===== config.mk =====
export PLATFORM = sky130hd
export DESIGN_NAME = grid_heading_tracker_return_path_core
export DESIGN_NICKNAME = d
export VERILOG_FILES = /design/src/rtl/core/ghtrp_pkg.sv /design/src/rtl/core/grid_heading_tracker_return_path_core.sv /design/src/rtl/core/ghtrp_front.sv /design/src/rtl/core/ghtrp_back.sv /design/src/rtl/core/ghtrp_outq.sv
export SDC_FILE = /design/constraint.sdc
export NUM_CORES = 1
export LEC_CHECK = 0
export BUFFER_PORTS_ARGS = -buffer_cell sky130_fd_sc_hd__buf_2
export CORE_MARGIN = 3
export CORE_UTILIZATION = 60
export CTS_CLUSTER_SIZE = 10
export DETAILED_ROUTE_END_ITERATION = 10
export HOLD_SLACK_MARGIN = 0.08
export MAX_ROUTING_LAYER = met4
export PLACE_DENSITY = 0.86
export SLEW_MARGIN = 20
export SYNTH_ARGS = -nofsm -noshare
export SYNTH_HDL_FRONTEND = slang
export SYNTH_SLANG_ARGS = --single-unit

===== constraint.sdc =====
create_clock -name i_clk -period 4.9 [get_ports i_clk]
set_input_delay 0.49 -clock i_clk [delete_from_list [all_inputs] [get_ports i_clk]]
set_output_delay 0.49 -clock i_clk [all_outputs]
set_load 0.01 [all_outputs]

===== src/rtl/core/ghtrp_pkg.sv =====
// Shared types, codes and defaults for the grid heading tracker return path.
`default_nettype none

package ghtrp_pkg;

    localparam int COORD_MAX_DEF = 16;

    localparam logic [2:0] OP_FWD   = 3'd0;
    localparam logic [2:0] OP_LEFT  = 3'd1;
    localparam logic [2:0] OP_RIGHT = 3'd2;
    localparam logic [2:0] OP_STOP  = 3'd3;
    localparam logic [2:0] OP_SET   = 3'd4;
    localparam logic [2:0] OP_RET   = 3'd5;

    localparam logic [1:0] HD_EAST  = 2'd0;
    localparam logic [1:0] HD_NORTH = 2'd1;
    localparam logic [1:0] HD_WEST  = 2'd2;
    localparam logic [1:0] HD_SOUTH = 2'd3;

    localparam logic [1:0] MV_NONE  = 2'd0;
    localparam logic [1:0] MV_FWD   = 2'd1;
    localparam logic [1:0] MV_LEFT  = 2'd2;
    localparam logic [1:0] MV_RIGHT = 2'd3;

    localparam logic [1:0] ST_OK    = 2'd0;
    localparam logic [1:0] ST_STOP  = 2'd1;
    localparam logic [1:0] ST_SAT   = 2'd2;

    typedef struct packed {
        logic [2:0] op;
        logic [1:0] hd;
    } t_cmd;

    typedef struct packed {
        logic [1:0]        move_code;
        logic [1:0]        status;
        logic signed [5:0] row_pos;
        logic signed [5:0] col_pos;
        logic [1:0]        heading;
        logic              last;
        logic [6:0]        path_length;
    } t_res;

endpackage

`default_nettype wire


===== src/rtl/core/grid_heading_tracker_return_path_core.sv =====
// Top level of the grid heading tracker with return-to-origin path generation.
// Commands enter through a queue-like port: a transfer happens when push is high
// and full is low. Results leave the same way: the oldest result sits on the
// o_ ports while empty is low, and a transfer happens when pop is high there.
// A command waits in a two-entry command queue, the back end executes it and
// writes results into a two-entry result queue; a command is registered in the
// command queue, its results in the result queue, which drives the o_ ports.
// Forward, turn, stop and set heading give one result each and the back end
// takes one command per cycle. Return to origin gives one path step per cycle,
// up to 2 * COORD_MAX + 3 steps, or one result when already at the origin; the
// command queue fills behind it and full holds the sender off. Ops 6 and 7 are
// taken and dropped. The back end's one-result-per-cycle executor sets the rate.
// Synchronous reset empties both queues and puts the pose at the origin facing
// east. When the receiver stops popping, the result queue fills, the back end
// holds its command, and after the command queue fills full rises.
`default_nettype none

module grid_heading_tracker_return_path_core #(
    parameter int COORD_MAX = ghtrp_pkg::COORD_MAX_DEF
) (
    input  wire logic              i_clk,
    input  wire logic              i_rst_n,
    input  wire logic              push,
    output logic                   full,
    input  wire logic [2:0]        i_op,
    input  wire logic [1:0]        i_new_heading,
    output logic                   empty,
    input  wire logic              pop,
    output logic [1:0]             o_move_code,
    output logic [1:0]             o_status,
    output logic signed [5:0]      o_row_pos,
    output logic signed [5:0]      o_col_pos,
    output logic [1:0]             o_heading,
    output logic                   o_last,
    output logic [6:0]             o_path_length
);
    import ghtrp_pkg::*;

    t_cmd w_cmd;
    logic w_cmd_valid;
    logic w_cmd_take;
    t_res w_res_in;
    t_res w_res_out;
    logic w_res_wr;
    logic w_res_full;

    ghtrp_front u_front (
        .i_clk       (i_clk),
        .i_rst_n     (i_rst_n),
        .i_push      (push),
        .o_full      (full),
        .i_op        (i_op),
        .i_hd        (i_new_heading),
        .o_cmd_valid (w_cmd_valid),
        .o_cmd       (w_cmd),
        .i_cmd_take  (w_cmd_take)
    );

    ghtrp_back #(
        .COORD_MAX (COORD_MAX)
    ) u_back (
        .i_clk       (i_clk),
        .i_rst_n     (i_rst_n),
        .i_cmd_valid (w_cmd_valid),
        .i_cmd       (w_cmd),
        .o_cmd_take  (w_cmd_take),
        .i_res_full  (w_res_full),
        .o_res_wr    (w_res_wr),
        .o_res       (w_res_in)
    );

    ghtrp_outq u_outq (
        .i_clk   (i_clk),
        .i_rst_n (i_rst_n),
        .i_wr    (w_res_wr),
        .i_res   (w_res_in),
        .o_full  (w_res_full),
        .o_empty (empty),
        .i_pop   (pop),
        .o_res   (w_res_out)
    );

    assign o_move_code   = w_res_out.move_code;
    assign o_status      = w_res_out.status;
    assign o_row_pos     = w_res_out.row_pos;
    assign o_col_pos     = w_res_out.col_pos;
    assign o_heading     = w_res_out.heading;
    assign o_last        = w_res_out.last;
    assign o_path_length = w_res_out.path_length;

endmodule

`default_nettype wire


===== src/rtl/core/ghtrp_front.sv =====
// Front end: accepts commands, drops undefined ops and queues the rest.
`default_nettype none

module ghtrp_front (
    input  wire logic          i_clk,
    input  wire logic          i_rst_n,
    input  wire logic          i_push,
    output logic               o_full,
    input  wire logic [2:0]    i_op,
    input  wire logic [1:0]    i_hd,
    output logic               o_cmd_valid,
    output ghtrp_pkg::t_cmd    o_cmd,
    input  wire logic          i_cmd_take
);
    import ghtrp_pkg::*;

    t_cmd       r_mem [2];
    logic       r_wp;
    logic       r_rp;
    logic [1:0] r_cnt;
    logic       n_wr;
    logic       n_rd;
    logic       w_legal;

    always_comb begin
        w_legal = i_op inside {[OP_FWD:OP_RET]};
        n_wr    = i_push && !o_full && w_legal;
        n_rd    = i_cmd_take && o_cmd_valid;
    end

    assign o_full      = (r_cnt == 2'd2);
    assign o_cmd_valid = (r_cnt != 2'd0);
    assign o_cmd       = r_mem[r_rp];

    always_ff @(posedge i_clk) begin
        if (!i_rst_n) begin
            r_wp  <= 1'b0;
            r_rp  <= 1'b0;
            r_cnt <= 2'd0;
        end else begin
            if (n_wr) begin
                r_wp <= ~r_wp;
            end
            if (n_rd) begin
                r_rp <= ~r_rp;
            end
            if (n_wr && !n_rd) begin
                r_cnt <= r_cnt + 2'd1;
            end else if (!n_wr && n_rd) begin
                r_cnt <= r_cnt - 2'd1;
            end
        end
    end

    always_ff @(posedge i_clk) begin
        if (n_wr) begin
            r_mem[r_wp] <= '{op: i_op, hd: i_hd};
        end
    end

`ifndef ASSERT_OFF
    a_no_overfill: assert property (@(posedge i_clk) disable iff (!i_rst_n)
        (r_cnt != 2'd3))
        else $error("command queue count out of range");
    a_drop_undef: assert property (@(posedge i_clk) disable iff (!i_rst_n)
        (i_push && !o_full && (i_op > OP_RET) && !n_rd)
        |=> $stable(r_cnt))
        else $error("undefined op entered the command queue");
    a_valid_head: assert property (@(posedge i_clk) disable iff (!i_rst_n)
        o_cmd_valid |-> (o_cmd.op <= OP_RET))
        else $error("undefined op at queue head");
`endif

endmodule

`default_nettype wire


===== src/rtl/core/ghtrp_back.sv =====
// Back end: keeps the pose and carries out commands, one result per cycle while the result queue has room.
`default_nettype none

module ghtrp_back #(
    parameter int COORD_MAX = ghtrp_pkg::COORD_MAX_DEF
) (
    input  wire logic          i_clk,
    input  wire logic          i_rst_n,
    input  wire logic          i_cmd_valid,
    input  wire ghtrp_pkg::t_cmd i_cmd,
    output logic               o_cmd_take,
    input  wire logic          i_res_full,
    output logic               o_res_wr,
    output ghtrp_pkg::t_res    o_res
);
    import ghtrp_pkg::*;

    localparam logic signed [5:0] LIM  = 6'(COORD_MAX);
    localparam logic signed [5:0] NLIM = -LIM;

    logic signed [5:0] r_row;
    logic signed [5:0] r_col;
    logic [1:0]        r_hd;
    logic [6:0]        r_len;
    logic signed [5:0] n_row;
    logic signed [5:0] n_col;
    logic [1:0]        n_hd;
    logic [6:0]        n_len;
    logic signed [5:0] w_frow;
    logic signed [5:0] w_fcol;
    logic              w_sat;
    logic              w_go;
    logic              w_home;
    logic              w_fhome;
    logic [1:0]        w_tgt;
    logic [1:0]        w_diff;
    logic [6:0]        w_len_inc;
    logic [1:0]        w_move;
    logic [1:0]        w_status;
    logic              w_last;
    logic [6:0]        w_plen;

    always_comb begin
        w_frow = r_row;
        w_fcol = r_col;
        case (r_hd)
            HD_EAST:  w_fcol = r_col + 6'sd1;
            HD_NORTH: w_frow = r_row + 6'sd1;
            HD_WEST:  w_fcol = r_col - 6'sd1;
            default:  w_frow = r_row - 6'sd1;
        endcase
        w_sat = (w_frow > LIM) || (w_frow < NLIM) || (w_fcol > LIM) || (w_fcol < NLIM);
        w_home  = (r_row == 6'sd0) && (r_col == 6'sd0);
        w_fhome = (w_frow == 6'sd0) && (w_fcol == 6'sd0);
        if (r_row != 6'sd0) begin
            w_tgt = (r_row > 6'sd0) ? HD_SOUTH : HD_NORTH;
        end else begin
            w_tgt = (r_col > 6'sd0) ? HD_WEST : HD_EAST;
        end
        w_diff    = w_tgt - r_hd;
        w_len_inc = r_len + 7'd1;
        w_go      = i_cmd_valid && !i_res_full;

        n_row      = r_row;
        n_col      = r_col;
        n_hd       = r_hd;
        n_len      = r_len;
        w_move     = MV_NONE;
        w_status   = ST_OK;
        w_last     = 1'b1;
        w_plen     = 7'd0;
        o_cmd_take = 1'b0;
        o_res_wr   = 1'b0;

        if (w_go) begin
            o_cmd_take = 1'b1;
            o_res_wr   = 1'b1;
            case (i_cmd.op)
                OP_FWD: begin
                    if (w_sat) begin
                        w_status = ST_SAT;
                    end else begin
                        n_row = w_frow;
                        n_col = w_fcol;
                    end
                end
                OP_LEFT:  n_hd = r_hd + 2'd1;
                OP_RIGHT: n_hd = r_hd - 2'd1;
                OP_STOP:  w_status = ST_STOP;
                OP_SET:   n_hd = i_cmd.hd;
                OP_RET: begin
                    if (!w_home) begin
                        if (w_diff == 2'd0) begin
                            w_move = MV_FWD;
                            n_row  = w_frow;
                            n_col  = w_fcol;
                            w_last = w_fhome;
                        end else if (w_diff == 2'd1) begin
                            w_move = MV_LEFT;
                            n_hd   = r_hd + 2'd1;
                            w_last = 1'b0;
                        end else begin
                            w_move = MV_RIGHT;
                            n_hd   = r_hd - 2'd1;
                            w_last = 1'b0;
                        end
                        o_cmd_take = w_last;
                        w_plen     = w_last ? w_len_inc : 7'd0;
                        n_len      = w_last ? 7'd0 : w_len_inc;
                    end
                end
                default: o_res_wr = 1'b0;
            endcase
        end

        o_res = '{move_code: w_move, status: w_status, row_pos: n_row, col_pos: n_col,
                  heading: n_hd, last: w_last, path_length: w_plen};
    end

    always_ff @(posedge i_clk) begin
        if (!i_rst_n) begin
            r_row <= 6'sd0;
            r_col <= 6'sd0;
            r_hd  <= HD_EAST;
            r_len <= 7'd0;
        end else begin
            r_row <= n_row;
            r_col <= n_col;
            r_hd  <= n_hd;
            r_len <= n_len;
        end
    end

`ifndef ASSERT_OFF
    a_row_range: assert property (@(posedge i_clk) disable iff (!i_rst_n)
        (r_row <= LIM) && (r_row >= NLIM) && (r_col <= LIM) && (r_col >= NLIM))
        else $error("pose outside the coordinate limit");
    a_mid_path: assert property (@(posedge i_clk) disable iff (!i_rst_n)
        (o_res_wr && !o_res.last) |-> (o_res.move_code != MV_NONE && !o_cmd_take))
        else $error("intermediate result without a path step");
    a_last_home: assert property (@(posedge i_clk) disable iff (!i_rst_n)
        (o_res_wr && o_res.last && o_res.move_code != MV_NONE)
        |-> (o_res.row_pos == 6'sd0 && o_res.col_pos == 6'sd0))
        else $error("return path ended away from the origin");
    a_len_clear: assert property (@(posedge i_clk) disable iff (!i_rst_n)
        o_cmd_take |=> (r_len == 7'd0))
        else $error("path length not cleared after a command");
`endif

endmodule

`default_nettype wire


===== src/rtl/core/ghtrp_outq.sv =====
// Two-entry result queue that parts the back end from the result receiver.
`default_nettype none

module ghtrp_outq (
    input  wire logic          i_clk,
    input  wire logic          i_rst_n,
    input  wire logic          i_wr,
    input  wire ghtrp_pkg::t_res i_res,
    output logic               o_full,
    output logic               o_empty,
    input  wire logic          i_pop,
    output ghtrp_pkg::t_res    o_res
);
    import ghtrp_pkg::*;

    t_res       r_mem [2];
    logic       r_wp;
    logic       r_rp;
    logic [1:0] r_cnt;
    logic       n_wr;
    logic       n_rd;

    assign o_full  = (r_cnt == 2'd2);
    assign o_empty = (r_cnt == 2'd0);
    assign o_res   = r_mem[r_rp];
    assign n_wr    = i_wr && !o_full;
    assign n_rd    = i_pop && !o_empty;

    always_ff @(posedge i_clk) begin
        if (!i_rst_n) begin
            r_wp  <= 1'b0;
            r_rp  <= 1'b0;
            r_cnt <= 2'd0;
        end else begin
            if (n_wr) begin
                r_wp <= ~r_wp;
            end
            if (n_rd) begin
                r_rp <= ~r_rp;
            end
            if (n_wr && !n_rd) begin
                r_cnt <= r_cnt + 2'd1;
            end else if (!n_wr && n_rd) begin
                r_cnt <= r_cnt - 2'd1;
            end
        end
    end

    always_ff @(posedge i_clk) begin
        if (n_wr) begin
            r_mem[r_wp] <= i_res;
        end
    end

`ifndef ASSERT_OFF
    a_cnt_range: assert property (@(posedge i_clk) disable iff (!i_rst_n)
        (r_cnt != 2'd3))
        else $error("result queue count out of range");
    a_wr_lost: assert property (@(posedge i_clk) disable iff (!i_rst_n)
        !(i_wr && o_full))
        else $error("result written into a full queue");
    a_fill: assert property (@(posedge i_clk) disable iff (!i_rst_n)
        (n_wr && o_empty) |=> !o_empty)
        else $error("result queue stayed empty after a write");
`endif

endmodule

`default_nettype wire


Word-level counts from Yosys, hierarchy flattened
Memories as Yosys holds them, arrays and structs flattened. A register that Yosys moved wholly into a read port is not among the register bits.
Index checks and enable logic that the tools add are counted.
W data, S select, Z words.
Word-level totals
  register bits: 29
  bits in writable memories: 62
  input bits: 9
  output and inout port bits: 28
  word-level logic and storage cells: 140
  memories: 2
Operators by class
  add/subtract/negate cells: 12
  magnitude comparators: 8
  eq/ne operators: 10
  muxes and demuxes: 55
  bitwise gates (word level): 5
  reductions and logical operators: 38
Memories
  u_outq.r_mem: depth 2, width 26, read ports 1, clocked after memory_dff 1, write ports 1, RTL line ghtrp_outq.sv:16  | t_res r_mem [2];
  u_front.r_mem: depth 2, width 5, read ports 1, clocked after memory_dff 1, write ports 1, RTL line ghtrp_front.sv:17  | t_cmd r_mem [2];
Operators by type and width (number)
  $mux W6: 8
  $pmux W6 S2: 4
  $mux W7: 5
  $mux W2: 17
  $logic_not A6 Y1: 4
  $mux W1: 19
  $logic_and A1 B1 Y1: 13
  $add A6 B2 Y6 const B: 2
  $gt A6 B1 Y1 const B: 2
  $gt A6 B6 Y1 const B: 2
  $lt A6 B5 Y1 const B: 2
  $sub A6 B2 Y6 const B: 2
  $pmux W2 S4: 1
  $add A7 B1 Y7 const B: 1
  $logic_not A1 Y1: 7
  $add A2 B1 Y2 const B: 3
  $eq A2 B2 Y1 const B: 3
  $eq A3 B2 Y1 const B: 2
  $eq A3 B3 Y1 const B: 2
  $logic_not A2 Y1: 3
  $reduce_bool A2 Y1: 3
  $reduce_bool A6 Y1: 1
  $reduce_or A6 Y1: 1
  $sub A2 B1 Y2 const B: 3
  11 further kinds: 18

Logic depth before layout (Yosys ltp)
Gate-level depths: netlist of run 1.
  depth in word-level cells: 16
  mapped depth: 18
  gate-level depth less buffers: 15

By module
From an unflattened synthesis of run 1, not the netlist that was laid out.
Second synthesis, totals
  cells, all modules: 505
  area total of the unflattened synthesis: 5275.1 um^2
By module, submodules not included
  ghtrp_back: instances 1, cells each 359, area each 2557.5 um^2, seq. area each 420.4 um^2
  ghtrp_outq: instances 1, cells each 106, area each 2108.3 um^2, seq. area each 1661.6 um^2
  ghtrp_front: instances 1, cells each 40, area each 609.3 um^2, seq. area each 400.4 um^2

Worst setup path after synthesis of run 1
OpenSTA, ideal clock, no wires.
  path type: register -> register
  from: register u_back.r_hd[0]
  to: register u_front.r_cnt[1]
  library setup time: 72 ps
  data arrival time: 4343 ps
  required time: 4828 ps
  path slack: 485 ps
  stages on the path, launching flop included: 18
  buffers on the path: 3
  period minus slack after synthesis: 4415 ps
  path through: dfxtp_1 clkbuf_1 inv_1 ha_1 clkbuf_1 xor2_1 ha_1 or3b_2 o2bb2ai_1 nor2b_1 a2111oi_1 or2_2 or4_1 buf_6 a21o_4 ha_1 or3_1 a21oi_1
Between the ends
  cells in the longest elaborated chain, start to end: 16
  elaborated cells between the ends (all ways): 24
  those cells by class: add/sub (1); eq/ne (2); mux (10); reduce/logical (11)
RTL lines
  start, declared: RTL line ghtrp_back.sv:23  | logic [1:0] r_hd;
  start signal, assigned: RTL line ghtrp_back.sv:129  | r_hd <= n_hd;
  $eq A2 B2 Y1 or $logic_not A2 Y1 (tied branches): RTL line ghtrp_back.sv:46  | case (r_hd)
  $reduce_or A2 Y1 (no line)
  $pmux W6 S2: RTL line ghtrp_back.sv:46
  $logic_not A6 Y1: RTL line ghtrp_back.sv:54  | w_fhome = (w_frow == 6'sd0) && (w_fcol == 6'sd0);
  $logic_and A1 B1 Y1: RTL line ghtrp_back.sv:54
  $mux W1 (*): RTL line ghtrp_back.sv:93  | if (w_diff == 2'd0) begin
  $mux W1 (*): RTL line ghtrp_back.sv:92  | if (!w_home) begin
  $mux W1 (*): RTL line ghtrp_back.sv:78  | case (i_cmd.op)
  $mux W1 (*): RTL line ghtrp_back.sv:75  | if (w_go) begin
  $mux W1 (*): RTL line ghtrp_back.sv:92
  $mux W1 (*): RTL line ghtrp_back.sv:78
  $mux W1 (*): RTL line ghtrp_back.sv:75
  $logic_and A1 B1 Y1 (*): RTL line ghtrp_front.sv:28  | n_rd = i_cmd_take && o_cmd_valid;
  $logic_not A1 Y1: RTL line ghtrp_front.sv:47  | if (n_wr && !n_rd) begin
  $logic_and A1 B1 Y1: RTL line ghtrp_front.sv:47
  $mux W2 or $reduce_bool A2 Y1 (tied branches)
  end signal, assigned: RTL line ghtrp_front.sv:48  | r_cnt <= r_cnt + 2'd1;
  end signal, assigned: RTL line ghtrp_front.sv:50  | r_cnt <= r_cnt - 2'd1;
  end, declared: RTL line ghtrp_front.sv:20  | logic [1:0] r_cnt;
Every way passes the cells marked *; elsewhere a longest branch is shown, timed or not. The select of a mux whose other input is x is not followed.
A chain may end at the register's enable or synchronous reset.

Worst setup path in the final report of run 1
Ends and elaborated chain as after synthesis.

==> results of run 1 <==
==> cell type report <==
cell class | count | area, µm² | area share, %
Multi-Input combinational cell | 355 | 2520 | 44.5
Tap cell | 105 | 131 | 2.32
Clock buffer | 9 | 124 | 2.19
Sequential cell | 93 | 2480 | 43.9
Clock inverter | 7 | 115 | 2.03
Inverter | 17 | 63.8 | 1.13
Timing Repair Buffer | 42 | 225 | 3.98
==> cells by family after synthesis <==
group	count (synthesis)
AOI/OAI and AO/OA	96
xor gates and xnor gates	23
adders and majority gates	15
buffers and inverters	42
DFF	93
muxes	48
and+or+nand+nor	173
==> routing by layer <==
layer  share of wire [%]  GRT usage (%)  routed length [µm]
met5                   0              -                   0
met4                 3.4           11.6                 383
met3                 7.3           4.39                 818
met2                  48           38.8                5300
met1                  42           29.1                4640
==> flip-flops by register name, indices dropped and copies added, names as in the netlist, named ones only <==
register and count:
u_outq.r_mem 52, u_front.r_mem 10, u_back.r_len 7, u_back.r_col 6, u_back.r_row 6, u_back.r_hd 2, u_front.r_cnt 2, u_outq.r_cnt 2
u_front.r_rp 1, u_front.r_wp 1, u_outq.r_rp 1, u_outq.r_wp 1
==> worst max-delay path, stage by stage, from the launching register on <==
cell                        delay [ns]
sky130_fd_sc_hd__dfxtp_1          0.52
sky130_fd_sc_hd__inv_1            0.22
sky130_fd_sc_hd__ha_1             0.38
sky130_fd_sc_hd__xor2_1           0.19
sky130_fd_sc_hd__ha_1             0.25
sky130_fd_sc_hd__or3b_2           0.45
sky130_fd_sc_hd__o2bb2ai_1        0.19
sky130_fd_sc_hd__nor2b_1          0.15
sky130_fd_sc_hd__a2111oi_1        0.10
sky130_fd_sc_hd__or2_2            0.35
sky130_fd_sc_hd__or4_1            0.58
sky130_fd_sc_hd__a21o_4           0.26
sky130_fd_sc_hd__ha_1             0.33
sky130_fd_sc_hd__or3_1            0.36
sky130_fd_sc_hd__a21oi_1          0.15
==> through the flow <==
stage	instance area, µm²	utilization (%)
CTS	5660	68.2
detailed placement	5420	65.3
global route	5660	68.2
floorplan	5170	-
finish	5660	68.2
global placement	5420	65.3
==> report_power, final <==
part	total, mW	switching [mW]	internal [mW]	leakage (nW)
Sequential	1.18	0.132	1.05	0.828
Clock	0.594	0.294	0.300	0.117
Combinational	1.58	0.933	0.644	1.19
Total	3.35	1.36	1.99	2.13
==> cells in the final DEF, fill, tap and decap left out, drive strengths merged, types with 8 or more instances in the layout <==
master,n
nand3,14
xor2,14
nand2,46
inv,19
dfxtp,31
ha,14
nor2,43
edfxtp,62
xnor2,9
mux2i,18
buf,42
clkbuf,9
o21ai,16
nor3,9
and2,8
nor2b,9
mux2,30
a21oi,20
or3,10
==> path summary, 6_finish.rpt <==
path | depth (start not counted) | slack, ns | from | end
max | 14 | 0.34 | u_back.r_hd[0] | u_front.r_cnt[1]
min | 1 | 0.31 | i_new_heading[1] | u_front.r_mem[1][1]
max reg2reg | 14 | 0.34 | u_back.r_hd[0] | u_front.r_cnt[1]
min reg2reg | 2 | 0.49 | u_back.r_len[1] | u_back.r_len[1]
==> key figures, run 1 <==
Yosys
  • Cell type contributing the most total cell area after synthesis: sky130_fd_sc_hd__edfxtp_1
  • Number of flops mapped to enable cells by yosys: 62
  • Mean area per synthesized cell: 10.6 µm²
  • Synthesized-area fraction occupied by ao, oa, aoi and oai cells: 13.4%
  • Most used standard cell by instance count after synthesis: sky130_fd_sc_hd__edfxtp_1
  • Proportion of netlist area held by the largest area contributor: 36.0%
  • Synthesized netlist cell count: 490
  • Share of the synthesized netlist area taken by xor and xnor gates: 3.89%
  • Share of synthesized registers carrying an async set or reset: 0%
  • Most common flop cell mapped by yosys: sky130_fd_sc_hd__edfxtp_1
  • Share of synthesized area spent on multiplexers: 10.1%
  • Number of flip-flops and latches in the synthesized netlist: 93
  • Syn nets: 514
  • Main combinational cell family by area after synthesis: simple AND/OR/NAND/NOR gates
  • Simple-gate area share of the yosys netlist: 17.4%
  • Cell types occupying the most area after synthesis: sky130_fd_sc_hd__edfxtp_1, sky130_fd_sc_hd__dfxtp_1, sky130_fd_sc_hd__mux2_2
  • Cell types with the highest counts after synthesis: sky130_fd_sc_hd__edfxtp_1, sky130_fd_sc_hd__nand2_1, sky130_fd_sc_hd__nor2_1, sky130_fd_sc_hd__dfxtp_1, sky130_fd_sc_hd__mux2_2
  • Count of warnings emitted by yosys: 0
  • Post-synthesis cell type count: 69
  • Share of synthesized cell area in full adder, half adder and majority cells: 3.77%
  • Proportion of synthesized chip area in sequential cells: 48.0%
  • Netlist area before placement: 5170 µm²

Worst setup path
  • Data arrival at the endpoint of the critical path: 4.86 ns
  • Worst setup path category: reg2reg
  • Max Fanout on Critical Path: 13
  • Kind of end point of the critical path: flip-flop
  • Element type at the critical path start: flip-flop
  • Data required, critical path: 5.20 ns

Pwr
  • P_leak: 2.13 nW
  • Power per standard cell area: 591 nW/µm²
  • Largest vdd supply drop: 0.000290 V
  • Power, Total: 3.35 mW

STA
  • Total count of max-transition violations in the final report: 0
  • Setup TNS Final: 0 ns
  • Final count of hold timing violations: 0
  • Relative max-transition margin: 44.3%
  • Final setup margin: 0.340 ns
  • Setup repair after global routing missed its margin: no
  • Fraction of the cycle the final worst path needs: 93.1%
  • Final setup violating endpoints: 0
  • Slew at the pin with the worst max-slew slack: 0.830 ns
  • Peak Freq: 0.219 GHz
  • Post-route clock skew: 0.0174 ns
  • Clock period minus worst slack: 4.56 ns
  • Worst hold margin: 0.307 ns

Clocking
  • Number of hold-repair buffers added at the cts stage: 0
  • CTS tree: yes
  • Maximum buffer depth of the clock tree: 2
  • Clock latency on the worst-skew pair: 0.38 ns
  • H-tree levels: 3
  • Clk sink count: 93
  • Clock-pin slew of the registers on the worst-case setup and hold paths: 0.11 ns
  • Cell at the root of the clock tree: sky130_fd_sc_hd__clkbuf_8
  • Post-cts repair resize count: 0
  • Total setup buffers inserted after CTS: 0
  • Num CTS Buffers: 9

Floorplanning
  • Horizontal die dimension: 98.9 µm
  • Die Y: 98.9 µm
  • Die outline area: 9780 µm²
  • Area inside the core boundary: 8300 µm²
  • FP Rows: 33
  • Initial core utilization: 62.4%
  • Boundary Pins: 37

Cells and area
  • Final-layout fill cell count: 614
  • Number of nets in the layout: 542
  • Area growth from synthesis to layout: 9.41%
  • Fraction of layout cells with a size suffix above 1: 20.1%
  • Ant diodes: 0
  • Number of cells in the finished layout apart from fillers: 628

Drt
  • Avg Vias per Cell: 6.27
  • Number of design rule violations left after detail routing: 0
  • First-iteration detailed-routing DRC count: 296
  • Post-route antenna net violation count: 0
  • Wire length per cell: 17.7 µm
  • Total iterations of the first detailed-routing run: 8
  • Number of vias after detailed routing: 3937
  • Aggregate routed wire length: 11100 µm

Global routing
  • Overall Global Routing Usage: 24.0%
  • Overflow left after global routing: 0
  • Wire length of the first global-routing pass: 18200 µm
  • Number of antenna violations at the first check in global routing: 0
  • Vias in the first global route: 3834
  • Pin count of the biggest net entering global routing: 27

Placed design
  • Worst slack after detailed placement: 0.363 ns
  • Gpl congestion: 0.908
  • Hpwl dp: 7880 µm
  • Input/output buffers: 36
  • Cells after DPL: 612

Outcome
  • Run status: finished clean

Worst hold path
  • Hold WC Path Type: in2reg

Run
  • Max-cap violation count: 0
No activity file was read; power rests on OpenSTA's default activity.
==> run 2, diff against run 1 <==
--- a/config.mk
+++ b/config.mk
@@ -5,14 +5,15 @@
 export SDC_FILE = /design/constraint.sdc
 export NUM_CORES = 1
 export LEC_CHECK = 0
+export ABC_CLOCK_PERIOD_IN_PS = 4900
 export BUFFER_PORTS_ARGS = -buffer_cell sky130_fd_sc_hd__buf_2
 export CORE_MARGIN = 3
-export CORE_UTILIZATION = 60
+export CORE_UTILIZATION = 25
 export CTS_CLUSTER_SIZE = 10
 export DETAILED_ROUTE_END_ITERATION = 10
 export HOLD_SLACK_MARGIN = 0.08
 export MAX_ROUTING_LAYER = met4
-export PLACE_DENSITY = 0.86
+export PLACE_DENSITY = 0.47
 export SLEW_MARGIN = 20
 export SYNTH_ARGS = -nofsm -noshare
 export SYNTH_HDL_FRONTEND = slang
==> run 2 against run 1 <==
Net effect: non-clock buffer count rose by 6; wire length rose by 11%; final area rose by 5.4%.
==> key figures, run 2 (synthesized netlist as in run 1, its figures left out) <==
Floorplanning
  • Area inside the core boundary: 19900 µm² (+140%)
  • FP Rows: 51 (+55%)
  • Die Y: 150 µm (+52%)
  • Die outline area: 22500 µm² (+130%)
  • Boundary Pins: 37 (unchanged)
  • Initial core utilization: 26.0% (-36 points)
  • Horizontal die dimension: 150 µm (+52%)

Worst setup path
  • Total buffers and inverters traversed by the critical path: 0 (-1)
  • Flop2flop setup slack: 0.44 ns (+0.10 ns)
  • Most frequent cell on the critical path: sky130_fd_sc_hd__ha_1
  • Worst setup path category: reg2reg
  • Startpoint of the lowest-slack register-to-register path: u_back.r_hd[1]
  • Data arrival at the endpoint of the critical path: 4.56 ns (-0.30 ns)
  • Chain of cells forming the critical path: ha_1, xor2_1, ha_1, or3b_2, o2bb2ai_1, a211oi_1, a2111oi_1, nor2b_1, nor3_1, o21ai_0, a22oi_1
  • Endpoint of the most critical register-to-register path: u_outq.r_mem[0][14]
  • Kind of end point of the critical path: flip-flop
  • Top Family by Delay on Critical Path: compound AO/OA/AOI/OAI gates
  • Max Fanout on Critical Path: 13 (unchanged)
  • Element type at the critical path start: flip-flop
  • Critical path's largest stage delay: 0.77 ns (+0.19 ns)
  • Worst-path cell with the longest stage delay: sky130_fd_sc_hd__a2111oi_1
  • Cell depth of the worst flop-to-flop path: 11 (-3)
  • Data required, critical path: 5.00 ns (-0.20 ns)

Drt
  • Total iterations of the first detailed-routing run: 5 (-3)
  • Avg Vias per Cell: 4.80 (-23%)
  • Wire length per cell: 15.5 µm (-12%)
  • Number of vias after detailed routing: 3815 (-3.1%)
  • Post-route antenna net violation count: 0 (unchanged)
  • Aggregate routed wire length: 12300 µm (+11%)
  • First-iteration detailed-routing DRC count: 215 (-27%)
  • Number of design rule violations left after detail routing: 0 (unchanged)

STA
  • Slew at the pin with the worst max-slew slack: 0.821 ns (-0.00902 ns)
  • Final setup margin: 0.438 ns (+0.0980 ns)
  • Fraction of the cycle the final worst path needs: 91.1% (-2.0 points)
  • Setup TNS Final: 0 ns (unchanged)
  • Clock period minus worst slack: 4.46 ns (-0.0980 ns)
  • Final setup violating endpoints: 0 (unchanged)
  • Relative max-transition margin: 45.1% (+0.89 points)
  • Post-route clock skew: 0.0119 ns (-0.00544 ns)
  • Final count of hold timing violations: 0 (unchanged)
  • Setup repair after global routing missed its margin: no
  • Total count of max-transition violations in the final report: 0 (unchanged)
  • Peak Freq: 0.224 GHz (+2.2%)

Cells and area
  • Registers with the most flip-flops: u_outq.r_mem x52, u_front.r_mem x10, u_back.r_len x7
  • Fraction of layout cells with a size suffix above 1: 20.4% (+0.34 points)
  • Commonest non-fill, non-tap cell in the layout: sky130_fd_sc_hd__edfxtp_1
  • Highest-count cells in the layout ignoring fill and taps: sky130_fd_sc_hd__edfxtp_1, sky130_fd_sc_hd__nand2_1, sky130_fd_sc_hd__nor2_1
  • Ant diodes: 0 (unchanged)
  • Area growth from synthesis to layout: 15.3%
  • Register with the most flip-flops: u_outq.r_mem
  • Number of nets in the layout: 548 (+1.1%)
  • Final-layout fill cell count: 2119 (+250%)
  • Number of flip-flops in the largest register: 52 (unchanged)

Placed design
  • Gpl congestion: 0.880 (-3.1%)
  • Worst slack after detailed placement: 0.516 ns (+0.153 ns)
  • Hpwl dp: 8920 µm (+13%)
  • Input/output buffers: 36 (unchanged)

Clocking
  • Clk sink count: 93 (unchanged)
  • Num CTS Buffers: 9 (unchanged)
  • Number of hold-repair buffers added at the cts stage: 0 (unchanged)
  • Maximum buffer depth of the clock tree: 2 (unchanged)
  • Post-cts repair resize count: 0 (unchanged)
  • Clock-pin slew of the registers on the worst-case setup and hold paths: 0.07 ns (-0.04 ns)
  • Total setup buffers inserted after CTS: 0 (unchanged)
  • H-tree levels: 3 (unchanged)
  • CTS tree: yes
  • Clock latency on the worst-skew pair: 0.35 ns (-0.03 ns)
  • Cell at the root of the clock tree: sky130_fd_sc_hd__clkbuf_16

Global routing
  • Vias in the first global route: 3734 (-2.6%)
  • Pin count of the biggest net entering global routing: 27 (unchanged)
  • Wire length of the first global-routing pass: 19800 µm (+8.7%)
  • Number of antenna violations at the first check in global routing: 0 (unchanged)
  • Overall Global Routing Usage: 11.6% (-12 points)
  • Overflow left after global routing: 0 (unchanged)

Run
  • Max-cap violation count: 0 (unchanged)

Pwr
  • P_leak: 2.19 nW (+2.7%)
  • Power per standard cell area: 585 nW/µm² (-1.1%)
  • Largest vdd supply drop: 0.000162 V (-44%)

Worst hold path
  • Startpoint of the most critical hold path: i_new_heading[0]
  • Hold WC Path Type: in2reg
  • Number of cells on the worst hold path: 1 (unchanged)
  • Worst hold path endpoint: u_front.r_mem[1][0]

Outcome
  • Run status: finished clean
## run 2: cell count changes in the layout (fill, tap and decap cells not counted)
cell | previous run | this run
sky130_fd_sc_hd__and2_1 | 7 | 8
sky130_fd_sc_hd__and2_2 | 1 | 0
sky130_fd_sc_hd__buf_4 | 6 | 12
sky130_fd_sc_hd__bufinv_16 | 2 | 1
sky130_fd_sc_hd__clkbuf_1 | 0 | 1
sky130_fd_sc_hd__clkbuf_16 | 0 | 9
sky130_fd_sc_hd__clkbuf_8 | 9 | 0
sky130_fd_sc_hd__clkinv_2 | 0 | 1
sky130_fd_sc_hd__clkinv_4 | 0 | 1
sky130_fd_sc_hd__clkinv_8 | 1 | 0
sky130_fd_sc_hd__dfxtp_1 | 30 | 31
sky130_fd_sc_hd__dfxtp_2 | 1 | 0
sky130_fd_sc_hd__inv_8 | 2 | 1
## run 2: how the worst max path moves through the flow
| stage | endpoint | depth (start not counted) | from |
|---|---|---|---|
| finish | u_outq.r_mem[0][14] | 11 | u_back.r_hd[1] |
| CTS | u_outq.r_mem[0][11] | 12 | u_back.r_hd[1] |
| global route | u_outq.r_mem[1][14] | 11 | u_back.r_hd[1] |
| global placement | u_front.r_cnt[1] | 13 | u_back.r_hd[1] |
| floorplan | u_front.r_cnt[1] | 17 | u_back.r_hd[0] |
| detailed placement | u_outq.r_mem[0][11] | 12 | u_back.r_hd[1] |
## run 2: worst register-to-register path: cells and delay by family, from the launching register on
kind	cells	cell delay [ns]
adders and majority gates	2	0.73
AOI/OAI and AO/OA	5	1.61
xor gates and xnor gates	1	0.12
DFF	1	0.56
and+or+nand+nor	3	1.18
## run 2: power breakdown
group	total [mW]	leakage, nW	internal [mW]	switching, mW
registers	1.13	0.828	1.05	0.0884
logic	1.65	1.22	0.673	0.977
clock network	0.707	0.145	0.401	0.306
## run 2: layer usage
| layer | wire [µm] | GRT usage, % |
|---|---|---|
| met1 | 5670 | 14.2 |
| met5 | 0 | - |
| met4 | 406 | 5.31 |
| met2 | 5710 | 18.2 |
| met3 | 542 | 2.70 |
## run 2: final cells by class
cell class                      count  area (µm²)  area share (%)
Clock buffer                       10         229            3.84
Clock inverter                      6        71.3            1.20
Inverter                           17        63.8            1.07
Multi-Input combinational cell    355        2520            42.2
Sequential cell                    93        2480            41.6
Tap cell                          265         332            5.56
Timing Repair Buffer               48         270            4.53
## run 2: through the flow
step	util [%]	hold slack, ns	area, µm²	instances	power [mW]
floorplan	-	0.449	5170	490	2.29
global placement	28.5	0.461	5670	778	2.79
detailed placement	28.5	0.470	5670	778	2.81
CTS	30.0	0.313	5970	794	3.53
global route	30.0	0.319	5970	794	3.74
finish	30.0	0.325	5970	794	3.49
==> run 3, diff against run 2 <==
--- a/config.mk
+++ b/config.mk
@@ -7,7 +7,8 @@
 export LEC_CHECK = 0
 export ABC_CLOCK_PERIOD_IN_PS = 4900
 export BUFFER_PORTS_ARGS = -buffer_cell sky130_fd_sc_hd__buf_2
-export CORE_MARGIN = 3
+export CAP_MARGIN = 10
+export CORE_MARGIN = 4
 export CORE_UTILIZATION = 25
 export CTS_CLUSTER_SIZE = 10
 export DETAILED_ROUTE_END_ITERATION = 10
==> run 3 against run 2 <==
Net effect: register-to-register slack worse by 0.05 ns; largest power group unchanged; total power up 0.34%; final cell count up 0.76%; setup slack worse by 0.048 ns; largest cell class unchanged; non-clock buffer count up 1.
==> key figures, run 3 (synthesized netlist as in run 1, its figures left out) <==
Pwr
  • P_leak: 2.20 nW (+0.37%)
  • Power per standard cell area: 586 nW/µm² (+0.13%)
  • Power, Total: 3.50 mW (+0.34%)
  • Largest vdd supply drop: 0.000164 V (+0.83%)

Floorplanning
  • Die Y: 152 µm (+1.3%)
  • Horizontal die dimension: 152 µm (+1.3%)
  • Area inside the core boundary: 20300 µm² (+2.0%)
  • Boundary Pins: 37 (unchanged)
  • Die outline area: 23100 µm² (+2.7%)
  • Initial core utilization: 25.5% (-0.50 points)
  • FP Rows: 52 (+2.0%)

Cells and area
  • Final core occ: 29.5% (-0.51 points)
  • Fraction of layout cells with a size suffix above 1: 20.6% (+0.15 points)
  • Commonest non-fill, non-tap cell in the layout: sky130_fd_sc_hd__edfxtp_1
  • Ant diodes: 0 (unchanged)
  • Number of cells in the finished layout apart from fillers: 800 (+0.76%)
  • Area growth from synthesis to layout: 15.5%
  • Number of flip-flops in the largest register: 52 (unchanged)
  • Highest-count cells in the layout ignoring fill and taps: sky130_fd_sc_hd__edfxtp_1, sky130_fd_sc_hd__nand2_1, sky130_fd_sc_hd__nor2_1
  • Final standard cell area without fillers: 5980 µm² (+0.21%)
  • Register with the most flip-flops: u_outq.r_mem
  • Number of nets in the layout: 549 (+0.18%)
  • Registers with the most flip-flops: u_outq.r_mem x52, u_front.r_mem x10, u_back.r_len x7
  • Final-layout fill cell count: 2143 (+1.1%)

Global routing
  • Overall Global Routing Usage: 11.0% (-0.57 points)
  • Pin count of the biggest net entering global routing: 27 (unchanged)
  • Met3 track demand over resource: 2.56% (-0.14 points)
  • Vias in the first global route: 3780 (+1.2%)
  • Met2 track demand over resource: 17.4% (-0.80 points)
  • Busiest metal layer after global routing: met2
  • Overflow left after global routing: 0 (unchanged)
  • Wire length of the first global-routing pass: 20000 µm (+0.80%)
  • Number of antenna violations at the first check in global routing: 0 (unchanged)
  • GRT met1 Usage: 13.7% (-0.46 points)

STA
  • Setup TNS Final: 0 ns (unchanged)
  • Post-route clock skew: 0.00925 ns (-0.00267 ns)
  • Setup repair after global routing missed its margin: no
  • Final setup violating endpoints: 0 (unchanged)
  • Worst hold margin: 0.336 ns (+0.0107 ns)
  • Fraction of the cycle the final worst path needs: 92.0% (+0.98 points)
  • Relative max-transition margin: 39.9% (-5.2 points)
  • Peak Freq: 0.222 GHz (-1.1%)
  • Final count of hold timing violations: 0 (unchanged)
  • Slew at the pin with the worst max-slew slack: 0.899 ns (+0.0785 ns)
  • Total count of max-transition violations in the final report: 0 (unchanged)
  • Clock period minus worst slack: 4.51 ns (+0.0478 ns)
  • Final setup margin: 0.390 ns (-0.0478 ns)

Drt
  • Number of vias after detailed routing: 3797 (-0.47%)
  • Post-route antenna net violation count: 0 (unchanged)
  • Avg Vias per Cell: 4.75 (-1.2%)
  • First-iteration detailed-routing DRC count: 131 (-39%)
  • Total iterations of the first detailed-routing run: 4 (-1)
  • Wire length per cell: 15.3 µm (-1.2%)
  • Number of design rule violations left after detail routing: 0 (unchanged)
  • Aggregate routed wire length: 12300 µm (-0.49%)

Worst setup path
  • Kind of end point of the critical path: flip-flop
  • Element type at the critical path start: flip-flop
  • Startpoint of the lowest-slack register-to-register path: u_back.r_hd[1]
  • Max Fanout on Critical Path: 13 (unchanged)
  • Worst setup path category: reg2reg
  • Most frequent cell on the critical path: sky130_fd_sc_hd__ha_1
  • Data required, critical path: 5.00 ns (about the same)
  • Chain of cells forming the critical path: ha_1, xor2_1, ha_1, or3b_2, o2bb2ai_1, a211oi_1, a2111oi_1, and3b_1, nor4_4, buf_4, o211ai_1, mux2_2
  • Worst-path cell with the longest stage delay: sky130_fd_sc_hd__a2111oi_1
  • Cell depth of the worst flop-to-flop path: 12 (+1)
  • Flop2flop setup slack: 0.39 ns (-0.05 ns)
  • Endpoint of the most critical register-to-register path: u_outq.r_mem[1][11]
  • Data arrival at the endpoint of the critical path: 4.61 ns (+0.05 ns)
  • Critical path's largest stage delay: 0.83 ns (+0.06 ns)

Outcome
  • Run status: finished clean

Worst hold path
  • Hold WC Path Type: in2reg
  • Number of cells on the worst hold path: 1 (unchanged)
  • Worst hold path endpoint: u_front.r_mem[0][1]
  • Startpoint of the most critical hold path: i_new_heading[1]

Placed design
  • Input/output buffers: 36 (unchanged)
  • Total cell area at the placement stage: 5680 µm² (+0.24%)
  • Gpl congestion: 0.909 (+3.2%)
  • Cells after DPL: 784 (+0.77%)
  • Worst slack after detailed placement: 0.460 ns (-0.0557 ns)
  • Hpwl dp: 8960 µm (+0.41%)

Clocking
  • Clk sink count: 93 (unchanged)
  • Maximum buffer depth of the clock tree: 2 (unchanged)
  • CTS tree: yes
  • Number of hold-repair buffers added at the cts stage: 0 (unchanged)
  • Clock-pin slew of the registers on the worst-case setup and hold paths: 0.07 ns (about the same)
  • Total setup buffers inserted after CTS: 0 (unchanged)
  • Clock latency on the worst-skew pair: 0.35 ns (about the same)
  • H-tree levels: 3 (unchanged)
  • Cell at the root of the clock tree: sky130_fd_sc_hd__clkbuf_16
  • Num CTS Buffers: 9 (unchanged)
  • Post-cts repair resize count: 0 (unchanged)

Run
  • Max-cap violation count: 0 (unchanged)
## run 3: cell count changes in the layout (fill, tap and decap cells not counted), sizes merged
cell,previous run,this run
inv,18,19
clkinvlp,1,0
buf,48,49
## run 3: worst max-delay path: cells and delay by family (launching register included)
family                   cells  cell delay (ns)
multiplexers                 1             0.38
buffers and inverters        1             0.19
AND/OR/NAND/NOR              3             0.90
AO/OA/AOI/OAI                4             1.34
adder cells (fa/ha/maj)      2             0.75
flip-flops                   1             0.57
XOR/XNOR                     1             0.13
## run 3: layout make-up
class	count	area [µm²]	share of cell area [%]
multi-input combinational	355	2520	42.1
sequential	93	2480	41.5
tap	270	338	5.65
timing repair buffer	49	278	4.65
clock buffer	10	229	3.83
clock inverter	6	70.1	1.17
inverter	17	63.8	1.07
## run 3: worst max-delay path by stage
stage | start | endpoint | slack (ns) | cells past startpoint
after CTS | u_back.r_hd[1] | u_front.r_cnt[1] | 0.43 | 13
after global routing | u_back.r_hd[1] | u_outq.r_mem[1][14] | 0.14 | 11
after global placement | u_back.r_hd[1] | u_outq.r_mem[0][21] | 0.62 | 11
final | u_back.r_hd[1] | u_outq.r_mem[1][11] | 0.39 | 12
after detailed placement | u_back.r_hd[1] | u_front.r_cnt[1] | 0.46 | 13
after floorplan | u_back.r_hd[0] | u_front.r_cnt[1] | 0.48 | 17
## run 3: per-layer routing
metal | up-vias | part of all wire (%)
li1 | 1877 | -
met5 | - | 0
met3 | 16 | 3.9
met2 | 73 | 47
met4 | 0 | 2.5
met1 | 1831 | 47
## run 3: power by group
part	internal, mW	switching [mW]	leakage (nW)
clock	0.401	0.301	0.148
sequential	1.05	0.0901	0.828
combinational	0.680	0.985	1.22
total	2.13	1.38	2.20
